--- config.mk ---
export PLATFORM = sky130hd
export DESIGN_NAME = ped_ram
export DESIGN_NICKNAME = d
export VERILOG_FILES = /design/src/pairwise_euclidean_distance_assert.svh /design/src/ped_ram.sv
export SDC_FILE = /design/constraint.sdc
export NUM_CORES = 1
export LEC_CHECK = 0
export ABC_AREA = 1
export BUFFER_PORTS_ARGS = -buffer_cell sky130_fd_sc_hd__buf_2
export CAP_MARGIN = 20
export CORE_AREA = 2 2 262 264
export CTS_CLUSTER_DIAMETER = 100
export DETAILED_ROUTE_END_ITERATION = 10
export DIE_AREA = 0 0 264 266
export MAX_ROUTING_LAYER = met4
export PLACE_DENSITY_LB_ADDON = 0.1
export SYNTH_ARGS = -nofsm -noshare
export SYNTH_HDL_FRONTEND = slang
export SYNTH_SLANG_ARGS = --single-unit
--- constraint.sdc ---
create_clock -name clk -period 3.15 [get_ports clk]
set_input_delay 0 -clock clk [delete_from_list [all_inputs] [get_ports clk]]
set_output_delay 0 -clock clk [all_outputs]
set_load 0.1 [all_outputs]
--- src/pairwise_euclidean_distance_assert.svh ---
// Assertion macros for the pairwise Euclidean distance block.
// Included by the top level; needs clk and arst_n in scope.
`ifndef PAIRWISE_EUCLIDEAN_DISTANCE_ASSERT_SVH
`define PAIRWISE_EUCLIDEAN_DISTANCE_ASSERT_SVH

// Implication checked on every clock while out of reset.
`define PED_ASSERT_IMPL(label, cond, prop, msg) \
	label: assert property (@(posedge clk) disable iff (!arst_n) (cond) |-> (prop)) \
		else $error(msg);

// Implication whose consequent is checked in the next cycle.
`define PED_ASSERT_NEXT(label, cond, prop, msg) \
	label: assert property (@(posedge clk) disable iff (!arst_n) (cond) |=> (prop)) \
		else $error(msg);

`endif

--- src/ped_ram.sv ---
// Generic single-port-write, single-port-read RAM with registered read data.
// No dependencies.
module ped_ram #(
	parameter int Width = 16,
	parameter int Depth = 64
) (
	input  logic                     clk,
	input  logic                     we,
	input  logic [$clog2(Depth)-1:0] waddr,
	input  logic [Width-1:0]         wdata,
	input  logic [$clog2(Depth)-1:0] raddr,
	output logic [Width-1:0]         rdata
);
	logic [Width-1:0] mem [Depth];

	always_ff @(posedge clk) begin
		if (we) begin
			mem[waddr] <= wdata;
		end
		rdata <= mem[raddr];
	end
endmodule

# After elaboration in Yosys (flattened, before gate mapping)
# Memory sizes are Yosys's and may differ from the RTL's. A register that Yosys moved wholly into a read port is not among the register bits.
# Index checks and enable logic that the tools add are counted.
# W data, S select, Z words.
# totals
inputBits	30
mem_count	1
regBits	0
output_inout_bits	16
mem_bits_rw	1024
# op_classes
mux	2
# memory_table
name	depth	word_bits	read_ports	rd_clocked_by_memory_dff	wr	line	text
mem	64	16	1	1	1	ped_ram.sv:14	logic [Width-1:0] mem [Depth];
# ops
operator	n
$mux W1	2

# Logic depth before layout (Yosys ltp)
# Gate-level depths: netlist (run 1).
# depth
ltp_word	2
ltp_mapped	12
mapped_depth_nobuf	9

# Worst setup path after synthesis (run 1)
# No wires, ideal clock.
# synth_timing
kind	input port to flip-flop
startpoint	input we
endpoint	memory mem[48][0], enable pin
t_arrival_ns	2.124
cell_stages	3
n_path_buf	1
setup_slack_ns	0.596
setup_time_ns	0.431
required_time_ns	2.719
path_cell_list	clkbuf_1 > nand4_1 > nor4_1
# synth_via
elab_chain_len	2
# synth_rtl
item	line	text
from (decl)	ped_ram.sv:8	input logic we,
$mux W1	ped_ram.sv:17	if (we) begin
$mux W1 (implied by the code)	ped_ram.sv:18	mem[waddr] <= wdata;
to (decl)	ped_ram.sv:14	
# Every way passes these cells.

# Final worst setup path (run 1)
# layout_timing
startpoint	register rdata[4] (read register of mem)
endpoint	output rdata[4]
# layout_lines
item	line	text
from (decl)	ped_ram.sv:12	output logic [Width-1:0] rdata
# No word-level cell between the ends.

==> reports/qor.txt, run 1 <==
TIMING
--------------------------------------------------------------------------------
Unrepaired setup endpoints after global routing                               no
Period utilisation layout                                                  0.574
Final sum of negative setup slack                                           0 ns
Clk_skew                                                               0.0214 ns
Hold Vio Cnt, Final                                                            0
Max-slew violation count                                                       0
Total of endpoints with negative setup slack in the final report               0
Maximum clock frequency                                                0.553 GHz
Worst-Margin Slew                                                        1.14 ns
Time the final worst path needs with I/O delays and setup                1.81 ns
Headroom to the max-slew limit                                             0.242

CRITICAL PATH
--------------------------------------------------------------------------------
CP delay by family, top                                               flip-flops
Critical-path cell list                                                    buf_2
Worst Path Buf+Inv                                                             1
Slowest cell on the critical path                                        dfxtp_1
Critical Path AT                                                         1.81 ns
Crit path launch type                                                       flop
Crit path capture type                                               output port
Data required time of the worst path                                     3.15 ns
Stage delay of the slowest cell on the critical path                     0.62 ns
Class of the most critical setup path                               flop to output port
Largest fanout on the critical path                                            2

GRT
--------------------------------------------------------------------------------
Antenna violations before repair                                               9
First-pass GRT wire length                                            165,000 um
Total overflow reported by the global router                                   0
All-Layer GR Usage                                                         0.325
Number of global-route vias before repair                                 26,269
Pin count of the biggest net entering global routing                         180

SYNTH
--------------------------------------------------------------------------------
Post-synth top flop                                                     edfxtp_1
Distinct cell type count after synthesis                                      16
Synthesized netlist net count                                              3,547
Post-synth EDFFs                                                           1,024
Cell taking the most area after synthesis                               edfxtp_1
Register bit total from synthesis                                          1,040
Area of the mapped netlist                                           42,100 um^2
Seq/Total Area, Yosys                                                      0.738
Instance count of the mapped netlist                                       3,517
Fraction of post-synthesis cell area in the top cell type by area          0.730
Post-synth ARST share                                                          0
Most common cell in the netlist                                          nand2_1
Yosys warns                                                                    0
Leading cell types by count after synthesis                         1,296 x nand2_1, 1,024 x edfxtp_1, 871 x nand3_1
Largest cells by area after synthesis                               edfxtp_1 73%, nand2_1 12%, nand3_1 10%
Avg Inst Size Synth                                                    12.0 um^2

FINISH
--------------------------------------------------------------------------------
Storage element area                                                 31,100 um^2
Final net count                                                            3,604
Filler Cell Count                                                          4,792
Area used by multi-input combinational logic                           9590 um^2
Final non-filler cell total                                                4,539
Ratio of cells with drive above 1 in the final layout                     0.0881
Synthesis-to-finish area growth                                            10.7%

RUN
--------------------------------------------------------------------------------
Maximum capacitance violations                                                 0

PWR
--------------------------------------------------------------------------------
Largest vdd supply drop                                                 0.652 mV
Overall power of the completed layout                                  29,400 uW
Net switching share of the total power                                     0.225
Combinational Power Share                                                  0.068
Switching power                                                          6620 uW
Seq pwr share                                                              0.524
Pwr per Cell Area                                                    631 nW/um^2
Power Internal                                                         22,800 uW
Part of the power in the clock network                                     0.408
Leakage component of the power                                         0.0169 uW

FLOORPLAN
--------------------------------------------------------------------------------
Number of placement rows                                                      96
Area of the core                                                     67,700 um^2
Io pins                                                                       46
Die Span X                                                                264 um
Height of the die                                                         266 um
Starting Density                                                           0.621
Total die area                                                       70,200 um^2

DETAILED ROUTING
--------------------------------------------------------------------------------
DRT Pass-1 Iters                                                               6
Final ANT Viol Nets                                                            0
Routed length per placed instance                                        24.2 um
Routed via count                                                          27,741
Final routed wirelength across all metal layers                       110,000 um
Post-route DRC                                                                 0
Avg Vias per Cell                                                           6.11
Number of DRC markers in iteration 0                                       4,046

MIN PATH
--------------------------------------------------------------------------------
Class of the tightest hold or removal check                         input port to flop

CTS
--------------------------------------------------------------------------------
Number of resized instances in the post-cts repair step                        0
TritonCTS buffer count                                                       102
Worst-path clk slew                                                      0.06 ns
Max clock buf depth                                                            3
Clock latency on the worst-skew pair                                     0.65 ns
TritonCTS sink count                                                       1,040
Clock tree from TritonCTS                                                  built
Number of H-tree levels                                                        3
Root Buffer Master                                                     clkbuf_16

PLACE
--------------------------------------------------------------------------------
Post-DP HPWL                                                           62,200 um
Global placement routability congestion                                    0.861
IO Port Bufs                                                                  45
# placed instances                                                         4,343

RUN STATUS
--------------------------------------------------------------------------------
Outcome                                                             complete, no violations

==> power by group through the flow <==
stage	sequential, uW	combinational (uW)	clock, uW
final	15400	2000	12000
after global routing	15400	2140	12700
after CTS	15400	1970	12100
after detailed placement	15700	1960	0
after global placement	15700	1930	0
after floorplan	15800	1020	0
==> through the flow <==
| stage | setup slack, ns | util | hold slack (ns) | instance area (um^2) |
|---|---|---|---|---|
| 3_5_place_dp | 0.842 | 0.638 | 0.555 | 43200 |
| 5_1_grt | 1.32 | 0.688 | 0.0750 | 46600 |
| 4_1_cts | 1.38 | 0.687 | 0.0124 | 46600 |
| 3_3_place_gp | 0.815 | 0.638 | 0.558 | 43200 |
| 6_report | 1.34 | 0.688 | 0.0353 | 46600 |
| 2_1_floorplan | 0.596 | - | 0.0989 | 42100 |
==> cell usage in the layout, fill, tap and decap left out, drive strengths merged <==
cell type	instances
nand3	871
bufinv	10
diode	3
clkinvlp	1
clkbuf	135
nor2	56
buf	169
dfxtp	16
dlygate4sd3	8
inv	15
edfxtp	1024
nor4	8
nand2	1296
nand4	9
clkinv	36
==> registers in the layout, indices dropped and copies added (netlist names) <==
name / cells
rdata: 16
mem: 1024
==> metal layers <==
metal,vias to the layer above,GRT usage,routed length (um)
met5,-,-,0
met4,0,0.104,2950
met1,13599,0.465,44100
met3,186,0.0462,11000
li1,12491,-,-
met2,1465,0.492,51900
==> cells by family (layout without fill, tap and decap cells) <==
| kind of cell | after synthesis | in the layout | synth area share |
|---|---|---|---|
| AND/OR/NAND/NOR | 2240 | 2240 | 0.227 |
| flip-flops | 1040 | 1040 | 0.738 |
| other | 0 | 3 | 0 |
| buffers and inverters | 237 | 374 | 0.0354 |
==> final timing paths <==
path                             startpoint        end  slack (ns)  cells after the start
worst min-delay path               raddr[2]  rdata[15]        0.04                      7
worst max-delay path               rdata[4]   rdata[4]        1.34                      1
worst min register to register  mem[60][11]  rdata[11]        0.79                      8
worst max register to register   mem[47][4]   rdata[4]        1.59                      8
==> timing repair <==
item                                    CTS  global route
endpoints found under the setup margin    0             0
hold endpoints to repair                166            52
hold buffers                              7             1
buffers inserted                          0             0
==> final cells by class <==
type | instances | area share
Sequential cell | 1040 | 0.667
Multi-Input combinational cell | 2240 | 0.206
Clock buffer | 134 | 0.0598
Timing Repair Buffer | 178 | 0.0317
Tap cell | 882 | 0.0237
Clock inverter | 50 | 0.0104
Inverter | 12 | 0.00153
Antenna cell | 3 | 0.000161
Note: power is estimated with default switching activity, not from simulation.
==> run 2, diff against run 1 <==
Settings changed: ABC_AREA 1 to 0, CORE_AREA 2 2 262 264 to 2 2 256 258, DIE_AREA 0 0 264 266 to 0 0 258 260.
Clock period 3.15 ns to 1.75 ns, I/O delays scaled along.
==> run 2 against run 1 <==
  * The run now ends with setup timing left
  * Via count down 27%
  * Cell count down 32%
  * Die area shrank 4.5%
  * Synthesized cell count is 48% lower
  * Total power rose by 82%
  * Critical path type is now flop to flop
==> reports/qor.txt, run 2 <==
DETAILED ROUTING
--------------------------------------------------------------------------------
Final ANT Viol Nets                                                            0
Final routed wirelength across all metal layers                        96,900 um
Routed via count                                                          20,229
Avg Vias per Cell                                                           6.51
DRT Pass-1 Iters                                                               5
Routed length per placed instance                                        31.2 um
Post-route DRC                                                                 0
Number of DRC markers in iteration 0                                       2,422

SYNTH
--------------------------------------------------------------------------------
Post-synth ARST share                                                          0
Most common cell in the netlist                                         edfxtp_1
Synthesized netlist net count                                              1,859
Leading cell types by count after synthesis                         1,024 x edfxtp_1, 220 x mux4_2, 85 x mux2i_1
Area of the mapped netlist                                           40,000 um^2
Largest cells by area after synthesis                               edfxtp_1 77%, mux4_2 12%, mux2i_1 2.1%
Avg Inst Size Synth                                                    21.9 um^2
Post-synth top flop                                                     edfxtp_1
Distinct cell type count after synthesis                                      43
Post-synth EDFFs                                                           1,024
Seq/Total Area, Yosys                                                      0.776
Instance count of the mapped netlist                                       1,829
Yosys warns                                                                    0
Cell taking the most area after synthesis                               edfxtp_1
Register bit total from synthesis                                          1,040
Fraction of post-synthesis cell area in the top cell type by area          0.768

MIN PATH
--------------------------------------------------------------------------------
Class of the tightest hold or removal check                         input port to flop
Cell count of the worst hold path                                              2
Beginning of the worst hold path                                        wdata[1]
End of the worst hold path                                            mem[29][1]

GRT
--------------------------------------------------------------------------------
First-pass GRT wire length                                            142,000 um
Antenna violations before repair                                               1
Total overflow reported by the global router                                   0
All-Layer GR Usage                                                         0.309
Number of global-route vias before repair                                 20,557
Pin count of the biggest net entering global routing                          65

TIMING
--------------------------------------------------------------------------------
Hold Vio Cnt, Final                                                            0
Total of endpoints with negative setup slack in the final report              11
Time the final worst path needs with I/O delays and setup                1.87 ns
Final worst slack                                                      -0.116 ns
Unrepaired setup endpoints after global routing                              yes
Headroom to the max-slew limit                                             0.421
Maximum clock frequency                                                0.536 GHz
Period utilisation layout                                                   1.07
Worst-Margin Slew                                                       0.868 ns
Clk_skew                                                               0.0170 ns
Max-slew violation count                                                       0

FLOORPLAN
--------------------------------------------------------------------------------
Height of the die                                                         260 um
Io pins                                                                       46
Starting Density                                                           0.625
Total die area                                                       67,100 um^2
Area of the core                                                     64,100 um^2
Number of placement rows                                                      93
Die Span X                                                                258 um

FINISH
--------------------------------------------------------------------------------
Reg with most FFs                                                            mem
Leading cell type in the layout, fill and taps excluded                 edfxtp_1
Synthesis-to-finish area growth                                            18.7%
Fin area                                                             47,500 um^2
Final net count                                                            2,192
Filler Cell Count                                                          3,578
Final non-filler cell total                                                3,105
Ratio of cells with drive above 1 in the final layout                      0.339
Number of flip-flops in the largest register                               1,024
Storage element area                                                 31,100 um^2
Registers with the highest flip-flop counts                         mem (1024), rdata (16)
Area used by multi-input combinational logic                           8510 um^2
Highest-count cells in the layout ignoring fill and taps            1,024 x edfxtp_1, 220 x mux4_2, 194 x buf_4

PWR
--------------------------------------------------------------------------------
Combinational Power Share                                                  0.065
Leakage component of the power                                         0.0155 uW
Pwr per Cell Area                                                   1120 nW/um^2
Seq pwr share                                                              0.519
Net switching share of the total power                                     0.209
Largest vdd supply drop                                                 0.887 mV
Part of the power in the clock network                                     0.416
Overall power of the completed layout                                  53,400 uW
Switching power                                                        11,100 uW
Power Internal                                                         42,200 uW

CRITICAL PATH
--------------------------------------------------------------------------------
Stage delay of the slowest cell on the critical path                     0.52 ns
CP delay by family, top                                             multiplexers
R2R Path Start                                                       mem[21][15]
Crit path capture type                                                      flop
Largest fanout on the critical path                                            1
Critical Path AT                                                         2.36 ns
Slowest cell on the critical path                                         mux4_2
Worst Path Buf+Inv                                                             1
Capturing point of the worst reg2reg path                              rdata[15]
Crit path launch type                                                       flop
Worst R2R Setup Slack                                                   -0.12 ns
Class of the most critical setup path                               flop to flop
Logic depth of the worst path, buffers included                                6
Data required time of the worst path                                     2.24 ns
Critical-path cell list                                             mux4_2 > mux2i_4 > a22oi_2 > a31oi_1 > buf_4 > a311oi_2
Worst Reg-to-Reg Cells                                                         6

PLACE
--------------------------------------------------------------------------------
Placed standard-cell area                                            43,700 um^2
Global placement routability congestion                                    0.850
Post-DP HPWL                                                           59,500 um
Setup slack after placement                                            -0.605 ns
# placed instances                                                         2,901
IO Port Bufs                                                                  45

CTS
--------------------------------------------------------------------------------
Max clock buf depth                                                            3
Clock latency on the worst-skew pair                                     0.65 ns
Clock tree from TritonCTS                                                  built
Root Buffer Master                                                     clkbuf_16
TritonCTS sink count                                                       1,040
Number of buffers added for setup after CTS                                    0
TritonCTS buffer count                                                       100
Worst-path clk slew                                                      0.06 ns
Number of H-tree levels                                                        3

RUN STATUS
--------------------------------------------------------------------------------
Outcome                                                             finished, violations left
Failing checks                                                      setup timing

RUN
--------------------------------------------------------------------------------
Maximum capacitance violations                                                 0

-- run 2: changes by cell type after synthesis, moves of 27 or more --
cell / delta
a22oi_1: +39
nor2b_1: +30
mux2i_1: +85
mux2_2: +27
mux4_2: +220
buf_2: -77
nand3_1: -847
nand2_1: -1237
buf_6: -32
-- run 2: timing repair --
item | CTS | global route
hold endpoints to repair | 610 | 0
resized for setup | 28 | 21
pin swaps | 18 | 11
hold buffers | 16 | 0
setup endpoints to repair | 16 | 16
-- run 2: cell families after synthesis --
family	after synthesis	synth area share
flops	1040	0.776
mux	336	0.155
compound gates	129	0.0241
simple gates	220	0.0265
buf+inv	104	0.0183
-- run 2: cell type report --
cell class | instances | share of cell area
diodes | 2 | 0.000105
clock inverters | 48 | 0.0122
flip-flops and latches | 1040 | 0.654
well taps | 855 | 0.0225
multi-input cells | 685 | 0.179
clock buffers | 140 | 0.0597
repair buffers | 335 | 0.0728
-- run 2: worst reg2reg max path, cell delays in order (launching register included) --
cell and delay, ns:
edfxtp_1 0.40, mux4_2 0.52, mux2i_4 0.21, a22oi_2 0.15
a31oi_1 0.23, buf_4 0.17, a311oi_2 0.04
-- run 2: power by group through the flow --
stage          registers [uW]  logic (uW)  clock network, uW
6_report                27700        3470              22200
5_1_grt                 27700        3620              23400
4_1_cts                 27700        3450              22400
3_5_place_dp            28200        3350                  0
3_3_place_gp            28200        3300                  0
2_1_floorplan           28500        1430                  0
-- run 2: per-layer routing --
layer  wire, um  up-vias  global-route usage  share of wire
li1           -     8364                   -              -
met1      36900    10724               0.413           0.38
met2      49100      977               0.501           0.51
met3       7940      164              0.0466          0.082
met4       2920        0              0.0941          0.030
met5          0        -                   -              0
-- run 2: worst max path at each step --
stage / to / start / slack [ns]
global route: rdata[0] / mem[6][0] / -0.19
floorplan: mem[39][0] / waddr[5] / -0.21
CTS: rdata[15] / mem[21][15] / -0.15
global placement: rdata[14] / raddr[0] / -0.55
finish: rdata[15] / mem[21][15] / -0.12
detailed placement: rdata[14] / raddr[0] / -0.60
-- run 2: metrics by stage --
stage	TNS, ns	util	hold slack, ns
detailed placement	-6.71	0.682	0.466
global placement	-6.42	0.682	0.452
CTS	-0.936	0.740	0.000746
floorplan	-39.66	-	0.0989
global route	-1.38	0.741	0.0488
finish	-0.829	0.741	0.0345
